## config.mk

```make
export PLATFORM = sky130hd
export DESIGN_NAME = breakpoint_envelope_table
export DESIGN_NICKNAME = d
export VERILOG_FILES = /design/src/bet_pkg.sv /design/src/bet_ram.sv /design/src/bet_div.sv /design/src/breakpoint_envelope_table.sv
export SDC_FILE = /design/constraint.sdc
export NUM_CORES = 2
export LEC_CHECK = 0
export ABC_CLOCK_PERIOD_IN_PS = 14180
export BUFFER_PORTS_ARGS = -buffer_cell sky130_fd_sc_hd__clkbuf_2
export CELL_PAD_IN_SITES_DETAIL_PLACEMENT = 0
export CELL_PAD_IN_SITES_GLOBAL_PLACEMENT = 2
export CORE_UTILIZATION = 53
export DETAILED_ROUTE_END_ITERATION = 16
export PLACE_DENSITY_LB_ADDON = 0.05
export SKIP_LAST_GASP = 1
export SYNTH_ARGS = -nofsm -noshare
export SYNTH_HDL_FRONTEND = slang
export SYNTH_SLANG_ARGS = --single-unit
```

## constraint.sdc

```tcl
create_clock -name clk -period 14.18 [get_ports clk]
set_clock_uncertainty 0.15 [all_clocks]
set_input_delay 1.418 -clock clk [delete_from_list [all_inputs] [get_ports clk]]
set_output_delay 1.418 -clock clk [all_outputs]
set_load 0.01 [all_outputs]
```

## src/bet_pkg.sv

```systemverilog
// Package for the breakpoint envelope table.
// Holds the default sizes, command, status and controller state codes.
// Used by bet_div and the top level; depends on nothing.
`timescale 1ns / 1ps
package bet_pkg;

  localparam int MAX_POINTS_DEF   = 64;
  localparam int TIME_BITS_DEF    = 16;
  localparam int VALUE_BITS_DEF   = 16;
  localparam int MIN_STEP_RESET   = 10;
  localparam int CMD_BITS         = 4;
  localparam int STATUS_BITS      = 2;

  typedef enum logic [CMD_BITS-1:0] {
    CMD_INSERT       = 4'd0,
    CMD_REMOVE_AT    = 4'd1,
    CMD_REMOVE_RANGE = 4'd2,
    CMD_CLEAR        = 4'd3,
    CMD_EVALUATE     = 4'd4,
    CMD_CLOSEST      = 4'd5,
    CMD_AFTER        = 4'd6,
    CMD_BEFORE       = 4'd7,
    CMD_EXTREMES     = 4'd8
  } cmd_t;

  typedef enum logic [STATUS_BITS-1:0] {
    STAT_DONE = 2'd0,
    STAT_NONE = 2'd1,
    STAT_FULL = 2'd2
  } status_t;

  typedef enum logic [2:0] {
    S_IDLE,
    S_DROP,
    S_INS,
    S_SCAN,
    S_DIVW
  } state_t;

endpackage

```

## src/bet_ram.sv

```systemverilog
// Generic single-port-write, single-port-read RAM with a registered read.
// Stand-alone; used by the breakpoint envelope table for its point store.
`timescale 1ns / 1ps
module bet_ram #(
  parameter int WIDTH = 32,
  parameter int DEPTH = 64
) (
  input  logic                     clk,
  input  logic                     we,
  input  logic [$clog2(DEPTH)-1:0] waddr,
  input  logic [WIDTH-1:0]         wdata,
  input  logic [$clog2(DEPTH)-1:0] raddr,
  output logic [WIDTH-1:0]         rdata
);

  logic [WIDTH-1:0] mem [DEPTH];

  always_ff @(posedge clk) begin
    if (we) begin
      mem[waddr] <= wdata;
    end
    rdata <= mem[raddr];
  end

endmodule

```

## src/bet_div.sv

```systemverilog
// Interpolation arithmetic: a registered multiply, then a restoring divider that
// retires one quotient bit per cycle. Depends on bet_pkg.
`timescale 1ns / 1ps
module bet_div
  import bet_pkg::*;
#(
  parameter int TIME_BITS  = TIME_BITS_DEF,
  parameter int VALUE_BITS = VALUE_BITS_DEF
) (
  input  logic                  clk,
  input  logic                  rst_n,
  input  logic                  start,
  input  logic [VALUE_BITS-1:0] mag,
  input  logic [TIME_BITS-1:0]  part,
  input  logic [TIME_BITS-1:0]  span,
  output logic                  done,
  output logic [VALUE_BITS-1:0] quot
);

  localparam int PW = VALUE_BITS + TIME_BITS;
  localparam int KW = $clog2(PW + 1);

  logic                  mul_r, mul_nxt;
  logic                  busy_r, busy_nxt;
  logic                  done_r, done_nxt;
  logic [KW-1:0]         k_r, k_nxt;
  logic [VALUE_BITS-1:0] mag_r, mag_nxt;
  logic [TIME_BITS-1:0]  part_r, part_nxt;
  logic [TIME_BITS-1:0]  span_r, span_nxt;
  logic [PW-1:0]         prod_r, prod_nxt;
  logic [TIME_BITS-1:0]  rem_r, rem_nxt;
  logic [TIME_BITS:0]    trial;
  logic                  fits;

  assign trial = {rem_r, prod_r[PW-1]};
  assign fits  = trial >= {1'b0, span_r};

  always_comb begin
    mul_nxt  = 1'b0;
    busy_nxt = busy_r;
    done_nxt = 1'b0;
    k_nxt    = k_r;
    mag_nxt  = mag_r;
    part_nxt = part_r;
    span_nxt = span_r;
    prod_nxt = prod_r;
    rem_nxt  = rem_r;
    if (start) begin
      mul_nxt  = 1'b1;
      mag_nxt  = mag;
      part_nxt = part;
      span_nxt = span;
    end else if (mul_r) begin
      prod_nxt = PW'(mag_r) * PW'(part_r);
      rem_nxt  = '0;
      k_nxt    = KW'(PW);
      busy_nxt = 1'b1;
    end else if (busy_r) begin
      // The remainder stays below the span, so it fits the time width.
      rem_nxt  = fits ? TIME_BITS'(trial - {1'b0, span_r}) : trial[TIME_BITS-1:0];
      prod_nxt = {prod_r[PW-2:0], fits};
      k_nxt    = k_r - 1'b1;
      if (k_r == KW'(1)) begin
        busy_nxt = 1'b0;
        done_nxt = 1'b1;
      end
    end
  end

  always_ff @(posedge clk) begin
    if (!rst_n) begin
      mul_r  <= 1'b0;
      busy_r <= 1'b0;
      done_r <= 1'b0;
      k_r    <= '0;
    end else begin
      mul_r  <= mul_nxt;
      busy_r <= busy_nxt;
      done_r <= done_nxt;
      k_r    <= k_nxt;
    end
    mag_r  <= mag_nxt;
    part_r <= part_nxt;
    span_r <= span_nxt;
    prod_r <= prod_nxt;
    rem_r  <= rem_nxt;
  end

  assign done = done_r;
  assign quot = prod_r[VALUE_BITS-1:0];

endmodule

```

## src/breakpoint_envelope_table.sv

```systemverilog
// Breakpoint envelope table top level: command controller around the point
// store. Depends on bet_pkg, bet_ram and bet_div.
`timescale 1ns / 1ps
// The table keeps up to MAX_POINTS (time, value) points, sorted by time, in
// one RAM of {time, value} words. A command is taken when start is high and
// busy is low; its single result appears for one cycle with out_strobe and
// cannot be held off. Remove and query commands walk the RAM once at one entry
// per cycle through its single read port; insert takes a removal walk plus a
// shifting walk from the top, and evaluate then runs the multiply and the
// divider before it takes the quotient. Clear and unknown commands answer
// without a walk.
// The minimum step register may be written whenever busy is low.
module breakpoint_envelope_table
  import bet_pkg::*;
#(
  parameter int MAX_POINTS = MAX_POINTS_DEF,
  parameter int TIME_BITS  = TIME_BITS_DEF,
  parameter int VALUE_BITS = VALUE_BITS_DEF
) (
  input  logic                              clk,
  input  logic                              rst_n,
  input  logic                              start,
  output logic                              busy,
  input  logic [CMD_BITS-1:0]               in_command,
  input  logic [TIME_BITS-1:0]              in_point_time,
  input  logic signed [VALUE_BITS-1:0]      in_point_value,
  input  logic [TIME_BITS-1:0]              in_range_end,
  output logic                              out_strobe,
  output logic [STATUS_BITS-1:0]            out_status,
  output logic [TIME_BITS-1:0]              out_time,
  output logic signed [VALUE_BITS-1:0]      out_value,
  output logic [TIME_BITS-1:0]              out_time_high,
  output logic signed [VALUE_BITS-1:0]      out_value_high,
  output logic [$clog2(MAX_POINTS+1)-1:0]   out_point_count,
  input  logic                              cfg_valid,
  output logic                              cfg_ready,
  input  logic [TIME_BITS-1:0]              cfg_min_time_step
);

  localparam int AW = $clog2(MAX_POINTS);
  localparam int CW = $clog2(MAX_POINTS + 1);
  localparam int EW = TIME_BITS + VALUE_BITS;

  state_t state_r, state_nxt;

  logic [CMD_BITS-1:0]          cmd_r, cmd_nxt;
  logic [TIME_BITS-1:0]         t_r, t_nxt;
  logic signed [VALUE_BITS-1:0] v_r, v_nxt;
  logic [TIME_BITS-1:0]         e_r, e_nxt;
  logic [TIME_BITS-1:0]         step_r;
  logic [CW-1:0]                cnt_r, cnt_nxt;
  logic [CW-1:0]                rd_r, rd_nxt;
  logic [CW-1:0]                w_r, w_nxt;
  logic                         pend_r, pend_nxt;
  logic [AW-1:0]                pi_r, pi_nxt;

  logic                         has_lo_r, has_lo_nxt, has_hi_r, has_hi_nxt;
  logic [TIME_BITS-1:0]         lo_t_r, lo_t_nxt, hi_t_r, hi_t_nxt;
  logic signed [VALUE_BITS-1:0] lo_v_r, lo_v_nxt, hi_v_r, hi_v_nxt;
  logic [TIME_BITS-1:0]         best_r, best_nxt, cl_t_r, cl_t_nxt;
  logic signed [VALUE_BITS-1:0] cl_v_r, cl_v_nxt;
  logic [TIME_BITS-1:0]         first_t_r, first_t_nxt, last_t_r, last_t_nxt;
  logic signed [VALUE_BITS-1:0] min_v_r, min_v_nxt, max_v_r, max_v_nxt;

  logic                         strobe_r, strobe_nxt;
  logic [STATUS_BITS-1:0]       status_r, status_nxt;
  logic [TIME_BITS-1:0]         ot_r, ot_nxt, oth_r, oth_nxt;
  logic signed [VALUE_BITS-1:0] ov_r, ov_nxt, ovh_r, ovh_nxt;
  logic [CW-1:0]                ocnt_r, ocnt_nxt;

  logic                         we;
  logic [AW-1:0]                waddr, raddr;
  logic [EW-1:0]                wdata, rdata;
  logic [TIME_BITS-1:0]         d_t, gap_t;
  logic signed [VALUE_BITS-1:0] d_v;
  logic [CW-1:0]                rd_m1;
  logic                         scan_end, ins_done, full, hit, want_div;
  logic signed [VALUE_BITS:0]   dv, ov_div;
  logic [VALUE_BITS-1:0]        mag;
  logic                         div_start, div_done;
  logic [VALUE_BITS-1:0]        quot;

  assign d_t      = rdata[EW-1:VALUE_BITS];
  assign d_v      = rdata[VALUE_BITS-1:0];
  assign gap_t    = (d_t > t_r) ? d_t - t_r : t_r - d_t;
  assign rd_m1    = rd_r - 1'b1;
  assign scan_end = (rd_r == cnt_r) && !pend_r;
  assign ins_done = pend_r ? !(d_t > t_r) : (rd_r == '0);
  assign full     = w_r >= CW'(MAX_POINTS);
  assign want_div = (cmd_r == CMD_EVALUATE) && has_lo_r && has_hi_r;

  always_comb begin
    case (cmd_r)
      CMD_INSERT:       hit = gap_t < step_r;
      CMD_REMOVE_AT:    hit = d_t == t_r;
      CMD_REMOVE_RANGE: hit = (d_t > t_r) && (d_t < e_r);
      default:          hit = 1'b0;
    endcase
  end

  // Interpolation operands; the magnitude of the value step fits VALUE_BITS.
  assign dv        = (VALUE_BITS+1)'(hi_v_r) - (VALUE_BITS+1)'(lo_v_r);
  assign mag       = dv[VALUE_BITS] ? VALUE_BITS'(-dv) : VALUE_BITS'(dv);
  assign div_start = (state_r == S_SCAN) && scan_end && want_div;
  assign ov_div    = dv[VALUE_BITS]
                   ? (VALUE_BITS+1)'(lo_v_r) - $signed({1'b0, quot})
                   : (VALUE_BITS+1)'(lo_v_r) + $signed({1'b0, quot});

  bet_ram #(
    .WIDTH(EW),
    .DEPTH(MAX_POINTS)
  ) u_ram (
    .clk  (clk),
    .we   (we),
    .waddr(waddr),
    .wdata(wdata),
    .raddr(raddr),
    .rdata(rdata)
  );

  bet_div #(
    .TIME_BITS (TIME_BITS),
    .VALUE_BITS(VALUE_BITS)
  ) u_div (
    .clk  (clk),
    .rst_n(rst_n),
    .start(div_start),
    .mag  (mag),
    .part (t_r - lo_t_r),
    .span (hi_t_r - lo_t_r),
    .done (div_done),
    .quot (quot)
  );

  always_comb begin
    state_nxt = state_r;
    case (state_r)
      S_IDLE: begin
        if (start) begin
          case (in_command)
            CMD_INSERT, CMD_REMOVE_AT, CMD_REMOVE_RANGE: state_nxt = S_DROP;
            CMD_EVALUATE, CMD_CLOSEST, CMD_AFTER, CMD_BEFORE,
            CMD_EXTREMES: state_nxt = S_SCAN;
            default: state_nxt = S_IDLE;
          endcase
        end
      end
      S_DROP: begin
        if (scan_end) begin
          state_nxt = (cmd_r == CMD_INSERT && !full) ? S_INS : S_IDLE;
        end
      end
      S_INS: begin
        if (ins_done) begin
          state_nxt = S_IDLE;
        end
      end
      S_SCAN: begin
        if (scan_end) begin
          state_nxt = want_div ? S_DIVW : S_IDLE;
        end
      end
      S_DIVW: begin
        if (div_done) begin
          state_nxt = S_IDLE;
        end
      end
      default: state_nxt = S_IDLE;
    endcase
  end

  always_comb begin
    cmd_nxt     = cmd_r;
    t_nxt       = t_r;
    v_nxt       = v_r;
    e_nxt       = e_r;
    cnt_nxt     = cnt_r;
    rd_nxt      = rd_r;
    w_nxt       = w_r;
    pend_nxt    = 1'b0;
    pi_nxt      = pi_r;
    has_lo_nxt  = has_lo_r;
    has_hi_nxt  = has_hi_r;
    lo_t_nxt    = lo_t_r;
    lo_v_nxt    = lo_v_r;
    hi_t_nxt    = hi_t_r;
    hi_v_nxt    = hi_v_r;
    best_nxt    = best_r;
    cl_t_nxt    = cl_t_r;
    cl_v_nxt    = cl_v_r;
    first_t_nxt = first_t_r;
    last_t_nxt  = last_t_r;
    min_v_nxt   = min_v_r;
    max_v_nxt   = max_v_r;
    strobe_nxt  = 1'b0;
    status_nxt  = status_r;
    ot_nxt      = ot_r;
    ov_nxt      = ov_r;
    oth_nxt     = oth_r;
    ovh_nxt     = ovh_r;
    ocnt_nxt    = ocnt_r;
    we          = 1'b0;
    waddr       = w_r[AW-1:0];
    wdata       = rdata;
    raddr       = rd_r[AW-1:0];

    case (state_r)
      S_IDLE: begin
        if (start) begin
          cmd_nxt    = in_command;
          t_nxt      = in_point_time;
          v_nxt      = in_point_value;
          e_nxt      = in_range_end;
          rd_nxt     = '0;
          w_nxt      = '0;
          has_lo_nxt = 1'b0;
          has_hi_nxt = 1'b0;
          case (in_command)
            CMD_INSERT, CMD_REMOVE_AT, CMD_REMOVE_RANGE, CMD_EVALUATE,
            CMD_CLOSEST, CMD_AFTER, CMD_BEFORE, CMD_EXTREMES: begin
            end
            CMD_CLEAR: begin
              cnt_nxt    = '0;
              strobe_nxt = 1'b1;
              status_nxt = STAT_DONE;
              ot_nxt     = '0;
              ov_nxt     = '0;
              oth_nxt    = '0;
              ovh_nxt    = '0;
              ocnt_nxt   = '0;
            end
            default: begin
              strobe_nxt = 1'b1;
              status_nxt = STAT_NONE;
              ot_nxt     = '0;
              ov_nxt     = '0;
              oth_nxt    = '0;
              ovh_nxt    = '0;
              ocnt_nxt   = cnt_r;
            end
          endcase
        end
      end

      // Compaction walk: read ahead one entry, write kept entries down to w.
      S_DROP: begin
        if (rd_r != cnt_r) begin
          pend_nxt = 1'b1;
          pi_nxt   = rd_r[AW-1:0];
          rd_nxt   = rd_r + 1'b1;
        end
        if (pend_r && !hit) begin
          we    = 1'b1;
          w_nxt = w_r + 1'b1;
        end
        if (scan_end) begin
          cnt_nxt = w_r;
          rd_nxt  = w_r;
          if (cmd_r != CMD_INSERT || full) begin
            strobe_nxt = 1'b1;
            ot_nxt     = '0;
            ov_nxt     = '0;
            oth_nxt    = '0;
            ovh_nxt    = '0;
            ocnt_nxt   = w_r;
            if (cmd_r == CMD_INSERT) begin
              status_nxt = STAT_FULL;
            end else begin
              status_nxt = (w_r != cnt_r) ? STAT_DONE : STAT_NONE;
            end
          end
        end
      end

      // Shift walk from the top: move later points up one slot until the
      // new point's place is found.
      S_INS: begin
        raddr = rd_m1[AW-1:0];
        if (rd_r != '0 && !(pend_r && !(d_t > t_r))) begin
          pend_nxt = 1'b1;
          pi_nxt   = rd_m1[AW-1:0];
          rd_nxt   = rd_m1;
        end
        if (pend_r) begin
          we    = 1'b1;
          waddr = pi_r + 1'b1;
          if (!(d_t > t_r)) begin
            wdata = {t_r, v_r};
          end
        end else if (rd_r == '0) begin
          we    = 1'b1;
          waddr = '0;
          wdata = {t_r, v_r};
        end
        if (ins_done) begin
          cnt_nxt    = cnt_r + 1'b1;
          strobe_nxt = 1'b1;
          status_nxt = STAT_DONE;
          ot_nxt     = '0;
          ov_nxt     = '0;
          oth_nxt    = '0;
          ovh_nxt    = '0;
          ocnt_nxt   = cnt_r + 1'b1;
        end
      end

      S_SCAN: begin
        if (rd_r != cnt_r) begin
          pend_nxt = 1'b1;
          pi_nxt   = rd_r[AW-1:0];
          rd_nxt   = rd_r + 1'b1;
        end
        if (pend_r) begin
          if (d_t < t_r) begin
            has_lo_nxt = 1'b1;
            lo_t_nxt   = d_t;
            lo_v_nxt   = d_v;
          end
          if (!has_hi_r && d_t > t_r) begin
            has_hi_nxt = 1'b1;
            hi_t_nxt   = d_t;
            hi_v_nxt   = d_v;
          end
          if (pi_r == '0 || gap_t < best_r) begin
            best_nxt = gap_t;
            cl_t_nxt = d_t;
            cl_v_nxt = d_v;
          end
          if (pi_r == '0) begin
            first_t_nxt = d_t;
            min_v_nxt   = d_v;
            max_v_nxt   = d_v;
          end else begin
            if (d_v < min_v_r) min_v_nxt = d_v;
            if (d_v > max_v_r) max_v_nxt = d_v;
          end
          last_t_nxt = d_t;
        end
        if (scan_end && !want_div) begin
          strobe_nxt = 1'b1;
          status_nxt = STAT_NONE;
          ot_nxt     = '0;
          ov_nxt     = '0;
          oth_nxt    = '0;
          ovh_nxt    = '0;
          ocnt_nxt   = cnt_r;
          case (cmd_r)
            CMD_CLOSEST: begin
              if (cnt_r != '0) begin
                status_nxt = STAT_DONE;
                ot_nxt     = cl_t_r;
                ov_nxt     = cl_v_r;
              end
            end
            CMD_AFTER: begin
              if (has_hi_r) begin
                status_nxt = STAT_DONE;
                ot_nxt     = hi_t_r;
                ov_nxt     = hi_v_r;
              end
            end
            CMD_BEFORE: begin
              if (has_lo_r) begin
                status_nxt = STAT_DONE;
                ot_nxt     = lo_t_r;
                ov_nxt     = lo_v_r;
              end
            end
            CMD_EXTREMES: begin
              if (cnt_r != '0) begin
                status_nxt = STAT_DONE;
                ot_nxt     = first_t_r;
                ov_nxt     = min_v_r;
                oth_nxt    = last_t_r;
                ovh_nxt    = max_v_r;
              end
            end
            default: begin
            end
          endcase
        end
      end

      S_DIVW: begin
        if (div_done) begin
          strobe_nxt = 1'b1;
          status_nxt = STAT_DONE;
          ot_nxt     = '0;
          ov_nxt     = VALUE_BITS'(ov_div);
          oth_nxt    = '0;
          ovh_nxt    = '0;
          ocnt_nxt   = cnt_r;
        end
      end

      default: begin
      end
    endcase
  end

  always_ff @(posedge clk) begin
    if (!rst_n) begin
      state_r  <= S_IDLE;
      cnt_r    <= '0;
      pend_r   <= 1'b0;
      strobe_r <= 1'b0;
      step_r   <= TIME_BITS'(MIN_STEP_RESET);
    end else begin
      state_r  <= state_nxt;
      cnt_r    <= cnt_nxt;
      pend_r   <= pend_nxt;
      strobe_r <= strobe_nxt;
      if (cfg_valid && cfg_ready) begin
        step_r <= cfg_min_time_step;
      end
    end
    cmd_r     <= cmd_nxt;
    t_r       <= t_nxt;
    v_r       <= v_nxt;
    e_r       <= e_nxt;
    rd_r      <= rd_nxt;
    w_r       <= w_nxt;
    pi_r      <= pi_nxt;
    has_lo_r  <= has_lo_nxt;
    has_hi_r  <= has_hi_nxt;
    lo_t_r    <= lo_t_nxt;
    lo_v_r    <= lo_v_nxt;
    hi_t_r    <= hi_t_nxt;
    hi_v_r    <= hi_v_nxt;
    best_r    <= best_nxt;
    cl_t_r    <= cl_t_nxt;
    cl_v_r    <= cl_v_nxt;
    first_t_r <= first_t_nxt;
    last_t_r  <= last_t_nxt;
    min_v_r   <= min_v_nxt;
    max_v_r   <= max_v_nxt;
    status_r  <= status_nxt;
    ot_r      <= ot_nxt;
    ov_r      <= ov_nxt;
    oth_r     <= oth_nxt;
    ovh_r     <= ovh_nxt;
    ocnt_r    <= ocnt_nxt;
  end

  assign busy            = state_r != S_IDLE;
  assign cfg_ready       = 1'b1;
  assign out_strobe      = strobe_r;
  assign out_status      = status_r;
  assign out_time        = ot_r;
  assign out_value       = ov_r;
  assign out_time_high   = oth_r;
  assign out_value_high  = ovh_r;
  assign out_point_count = ocnt_r;

  // A result beat always lands with the controller back at idle.
  a_strobe_idle: assert property (@(posedge clk) disable iff (!rst_n)
    out_strobe |-> !busy)
    else $error("result beat while busy");

  // Every accepted command either keeps the block busy or answers at once.
  a_cmd_progress: assert property (@(posedge clk) disable iff (!rst_n)
    (start && !busy) |=> (busy || out_strobe))
    else $error("accepted command produced neither work nor result");

  // The divider only finishes while the controller waits for it.
  a_div_owner: assert property (@(posedge clk) disable iff (!rst_n)
    div_done |-> (state_r == S_DIVW))
    else $error("divider result outside evaluate");

  // The stored count never exceeds the table depth.
  a_count_bound: assert property (@(posedge clk) disable iff (!rst_n)
    cnt_r <= CW'(MAX_POINTS))
    else $error("point count beyond table depth");

endmodule
```

== Word level (Yosys, flattened, before mapping) ==
Memories as Yosys holds them, arrays and structs flattened. A register that Yosys moved wholly into a read port is not among the register bits.
Cells that the tools add are included.

* Register bits after elaboration: 456
* Memory bits (writable): 2048
* ROM bits: 32
* Input port bits: 72
* Logic and storage cells: 294
* Memories: 2

* $add $sub $neg: 15
* $mul: 1
* Order comparisons: 9
* Eq/ne operators: 39
* Mux-type cells: 125
* Bitwise logic cells: 3
* Reduce and logical (&&, ||, !) cells: 60

{| class="wikitable"
|+ Memory list
! name !! words !! width !! read ports !! clocked after memory_dff !! wr ports !! line !! text
|-
| u_ram.mem || 64 || 32 || 1 || 1 || 1 || bet_ram.sv:16 || <nowiki>logic [WIDTH-1:0] mem [DEPTH];</nowiki>
|-
| (no name shown) || 16 || 2 || 1 || 0 || 0 || breakpoint_envelope_table.sv:140 || <nowiki>case (in_command)</nowiki>
|}

{| class="wikitable"
|+ Operators with widths
! cell !! number
|-
| $mux W16 || 32
|-
| $pmux W16 S5 || 4
|-
| $mux W32 || 6
|-
| $pmux W16 S4 || 2
|-
| $mux W7 || 14
|-
| $sub A16 B16 Y16 || 6
|-
| $lt A16 B16 Y1 || 5
|-
| $mux W6 || 8
|-
| $pmux W7 S5 || 1
|-
| $eq A4 B3 Y1 const B || 8
|-
| $gt A16 B16 Y1 || 2
|-
| $mul A16 B16 Y32 || 1
|-
| $mux W1 || 29
|-
| $pmux W7 S2 || 2
|-
| $pmux W7 S4 || 1
|-
| $reduce_and A3 Y1 || 9
|-
| $add A7 B1 Y7 const B || 3
|-
| $pmux W7 S3 || 1
|-
| $ne A2 B2 Y1 const B || 10
|-
| $mux W3 || 6
|-
| $ge A17 B16 Y1 || 1
|-
| $sub A16 B16 Y17 || 1
|-
| $add A16 B16 Y16 || 1
|-
| $eq A16 B16 Y1 || 1
|-
| 43 further kinds || 98
|}

== Depth between registers and ports, before layout ==
* Depth after elaboration: 10
* Gate-level depth with buffers: 23

== Cells and area by module ==
From an unflattened synthesis, not the netlist that was laid out.

* Cells, all modules: 6776
* Area total of the unflattened synthesis: 113106.0 um^2

{| class="wikitable"
|+ By module, submodules not included
! module !! instances !! cells each !! area an instance (um^2) !! seq. area each (um^2)
|-
| bet_ram || 1 || 3511 || 79039.6 || 62139.6
|-
| breakpoint_envelope_table || 1 || 1898 || 20608.5 || 10259.8
|-
| bet_div || 1 || 1367 || 13457.9 || 3062.9
|}

== Worst setup path before layout ==
OpenSTA, ideal clock, no wires.

* Kind: reg2reg
* Start: register t_r[1]
* End: register strobe_r, in the netlist out_strobe
* Setup time: 0.089 ns
* Data arrival time: 7.656 ns
* Data required time: 13.941 ns
* Slack: 6.285 ns
* Cell stages (with the launch flop): 11
* Buffers on the path: 0
* Period minus slack after synthesis: 7.895 ns
* Cell sequence: edfxtp_1 > inv_1 > fa_1 > a21o_1 > a22oi_1 > a21oi_1 > a41o_1 > a31oi_1 > o22ai_1 > nor3_1 > and3_1

* Word-level cells in the longest chain between the ends: 5

{| class="wikitable"
|+ RTL lines
! element !! line !! text
|-
| from (decl) || breakpoint_envelope_table.sv:47 || <nowiki>logic [TIME_BITS-1:0] t_r, t_nxt;</nowiki>
|-
| from (signal assigned) || breakpoint_envelope_table.sv:418 || <nowiki>t_r <= t_nxt;</nowiki>
|-
| $gt A16 B16 Y1 || breakpoint_envelope_table.sv:88 || <nowiki>assign ins_done = pend_r ? !(d_t > t_r) : (rd_r == '0);</nowiki>
|-
| $logic_not A1 Y1 || n/a ||
|-
| $mux W1 || breakpoint_envelope_table.sv:88 ||
|-
| $mux W1 || breakpoint_envelope_table.sv:295 || <nowiki>if (ins_done) begin</nowiki>
|-
| $pmux W1 S5 || breakpoint_envelope_table.sv:207 || <nowiki>case (state_r)</nowiki>
|-
| to (signal assigned) || breakpoint_envelope_table.sv:412 || <nowiki>strobe_r <= strobe_nxt;</nowiki>
|-
| to (decl) || breakpoint_envelope_table.sv:65 || <nowiki>logic strobe_r, strobe_nxt;</nowiki>
|}

No other way between the ends.
A chain may end at the register's enable or synchronous reset.

== Final worst setup path ==
* Start: register u_ram.rdata[25] (read register of u_ram.mem)
* End: memory u_ram.mem[59][6] (enable)

* Word-level cells in the longest chain between the ends: 10
* Elaborated cells between the ends (all ways): 15

{| class="wikitable"
|+ RTL lines
! element !! line !! text
|-
| from (decl) || bet_ram.sv:13 || <nowiki>output logic [WIDTH-1:0] rdata</nowiki>
|-
| $sub A16 B16 Y16 / $gt A16 B16 Y1 (equally long branches) || breakpoint_envelope_table.sv:85 || <nowiki>assign gap_t = (d_t > t_r) ? d_t - t_r : t_r - d_t;</nowiki>
|-
| $mux W16 (*) || breakpoint_envelope_table.sv:85 ||
|-
| net gap_t[14] || breakpoint_envelope_table.sv:74 || <nowiki>logic [TIME_BITS-1:0] d_t, gap_t;</nowiki>
|-
| $lt A16 B16 Y1 (*) || breakpoint_envelope_table.sv:94 || <nowiki>CMD_INSERT: hit = gap_t < step_r;</nowiki>
|-
| $pmux W1 S3 (*) || breakpoint_envelope_table.sv:93 || <nowiki>case (cmd_r)</nowiki>
|-
| $logic_not A1 Y1 (*) || breakpoint_envelope_table.sv:252 || <nowiki>if (pend_r && !hit) begin</nowiki>
|-
| $logic_and A1 B1 Y1 (*) || breakpoint_envelope_table.sv:252 ||
|-
| $mux W1 (*) || breakpoint_envelope_table.sv:252 ||
|-
| $pmux W1 S2 (*) || breakpoint_envelope_table.sv:207 ||
|-
| $mux W1 (*) || bet_ram.sv:19 || <nowiki>if (we) begin</nowiki>
|-
| $mux W1 (implied by the code) (*) || bet_ram.sv:20 || <nowiki>mem[waddr] <= wdata;</nowiki>
|-
| to (decl) || bet_ram.sv:16 ||
|}

The timed path passes the listed nets; every way through them passes the cells marked *.

==> flow_summary.json <==
{
  "outcome": "complete, no violations",
  "syn_to_final_growth_pct": 12.3,
  "fin_crit_sh": 0.553,
  "ys_ff_latch": 2536,
  "start_kind": "flip-flop",
  "antenna_found_initial": 23,
  "slew_violations": 0,
  "vdd_drop_max_mv": 0.159,
  "ys_warn_count": 0,
  "dpl.cell_count": 9131,
  "final_nets": 7185,
  "critPathMaxFanout": 32,
  "whs_ns": 0.340,
  "grt_pass1_vias": 59600,
  "worstSetupEndpointType": "flip-flop",
  "p_leak_nw": 43.5,
  "vias": 59400,
  "cts.clk_slew.worst_paths_ns": 0.06,
  "vias_per_cell": 6.17,
  "ios": 148,
  "critical_path_class": "flip-flop to flip-flop",
  "grt_max_degree": 111,
  "cp_data_required_time_ns": 14.59,
  "drive_gt1_frac": 0.220,
  "io_buffers": 146,
  "numCtsBuffers": 283,
  "final_cell_area_um2": 126000,
  "synthesis.nets": 6878,
  "stdcell_count": 9625,
  "min_period_ns": 7.84,
  "htreeDepth": 5,
  "grt_pass1_wl_um": 425000,
  "reg_top3": "u_ram.mem (2048), u_div.prod_r (32), u_ram.rdata (32)",
  "synth.distinct_cells": 84,
  "antenna_left": 0,
  "p_per_area_nw_per_um2": 180,
  "drt-wirelength-per-cell_um": 30.6,
  "worst_slew_pin_slew_ns": 1.36,
  "setup_tns_ns": 0,
  "drv_cap": 0,
  "core_um2": 210000,
  "async_flop_share": 0,
  "regMostFlops": "u_ram.mem",
  "clkLatencyLatePin_ns": 0.93,
  "syn_inst": 6304,
  "synth_ff_type": "edfxtp_1",
  "placed_area_um2": 117000,
  "slew_headroom": 0.0915,
  "cts-resized-gates": 0,
  "start_util": 0.535,
  "largest_reg_flops": 2048,
  "cts_buffer_depth": 4,
  "worstPathArrival_ns": 8.26,
  "first_iter_violations": 5980,
  "die-area_um2": 214000,
  "drtPass1Iterations": 8,
  "cts.sinks": 2536,
  "synth_edf_count": 2467,
  "root_buffer": "clkbuf_16",
  "max_freq_ghz": 0.127,
  "rsz0062_at_grt": "false",
  "r2r_slack_ns": 6.34,
  "gp_congestion": 0.856,
  "worstHoldPathType": "flip-flop to flip-flop",
  "syn_avg_cell_area_um2": 17.8,
  "post_cts_buffers": 0,
  "grt_overflow": 0,
  "rows": 168,
  "hold_viol_final": 0,
  "drc": 0,
  "fp.dieW_um": 462,
  "drt-total-wl_um": 295000,
  "die_h_um": 462,
  "cts_tree": "yes",
  "synth_area_um2": 112000,
  "setup_violations": 0,
  "holdBufCountCts": 0,
  "ys_seq_area_frac": 0.672,
  "dp_hpwl_um": 180000,
  "grt_use_total": 0.281
}
[routing by layer]
metal	GRT usage	up-vias	part of all wire
met4	0.0917	2	0.034
met2	0.441	2220	0.48
met3	0.0461	430	0.068
met1	0.404	31400	0.42
met5	0	-	0.000044
li1	-	25400	-
[cells in the mapped netlist, types with 28 or more instances]
master,count,area [um2]
mux2_2,39,439
a22o_1,36,315
edfxtp_1,2467,74100
inv_1,437,1640
fa_1,201,4020
a21oi_1,122,611
dfxtp_1,69,1380
buf_2,81,405
mux4_2,640,14400
xnor2_1,119,1040
nand2b_1,34,213
mux2i_1,42,420
nor3_1,137,686
a21o_1,73,548
a31oi_1,28,175
clkbuf_1,192,721
a222oi_1,32,320
a22oi_1,70,526
xor2_1,56,490
and2_1,144,901
nand2_1,302,1130
ha_1,301,3770
nor2_1,179,672
nand3_1,44,220
o21ai_0,110,551
[worst max-delay path, stage by stage (launching register included)]
cell	delay [ns]
dfxtp_1	0.40
ha_1	0.52
a21oi_1	0.13
o21ai_0	0.40
a221o_1	0.38
o21a_1	0.94
mux2_2	0.43
a311oi_1	0.24
o221ai_1	0.18
xor2_1	0.23
ha_1	0.34
nand4_1	0.13
or4_1	0.56
a31oi_1	0.73
a31oi_4	0.23
buf_4	0.35
nor3_2	0.57
buf_4	0.47
[power by group]
| part | internal [mW] | leakage, nW | switching [mW] | total, mW |
|---|---|---|---|---|
| clock | 4.08 | 4.22 | 2.88 | 6.95 |
| sequential | 9.43 | 22.9 | 0.201 | 9.63 |
| combinational | 2.20 | 16.3 | 3.95 | 6.15 |
| total | 15.7 | 43.5 | 7.03 | 22.7 |
[cells in the final DEF (no fill, tap or decap), types with 144 or more instances in the layout]
cell / instances
and2_1: 144
buf_4: 158
clkbuf_16: 290
clkbuf_2: 146
edfxtp_1: 2467
fa_1: 201
ha_1: 300
inv_1: 434
mux4_2: 640
nand2_1: 302
nor2_1: 172
[cell families (layout without fill, tap and decap cells)]
logic type / after synthesis / after routing / share of synthesized area
DFF: 2536 / 2536 / 0.672
and+or+nand+nor: 988 / 988 / 0.0431
buffers and inverters: 728 / 1238 / 0.0254
muxes: 721 / 721 / 0.136
AOI/OAI and AO/OA: 653 / 653 / 0.0400
adders and majority gates: 502 / 502 / 0.0694
xor gates and xnor gates: 175 / 175 / 0.0137
other: 1 / 7 / 0.0000334
[layout make-up]
cell class              instances  area [um2]
diodes                          6        15.0
clock buffers                 349        7560
clock inverters               139        1120
fillers                     15300       84000
inverters                     438        1640
multi-input cells            3040       34600
flip-flops and latches       2536       75500
well taps                    2805        3510
repair buffers                312        2080
[stage by stage]
| step | setup slack [ns] | power, mW | util |
|---|---|---|---|
| 2_1_floorplan | 6.28 | 13.4 | - |
| 3_3_place_gp | 6.65 | 15.8 | 0.559 |
| 3_5_place_dp | 6.48 | 15.9 | 0.559 |
| 4_1_cts | 6.41 | 22.8 | 0.600 |
| 5_1_grt | 6.01 | 23.5 | 0.600 |
| 6_report | 6.34 | 22.7 | 0.600 |
[path summary, 6_finish.rpt]
check                   from                to  depth (start not counted)
max          u_ram.rdata[25]  u_ram.mem[59][6]                         17
max reg2reg  u_ram.rdata[25]  u_ram.mem[59][6]                         17
min reg2reg        step_r[1]         step_r[1]                          2
min                step_r[1]         step_r[1]                          2
(Power assumes the default switching activity.)
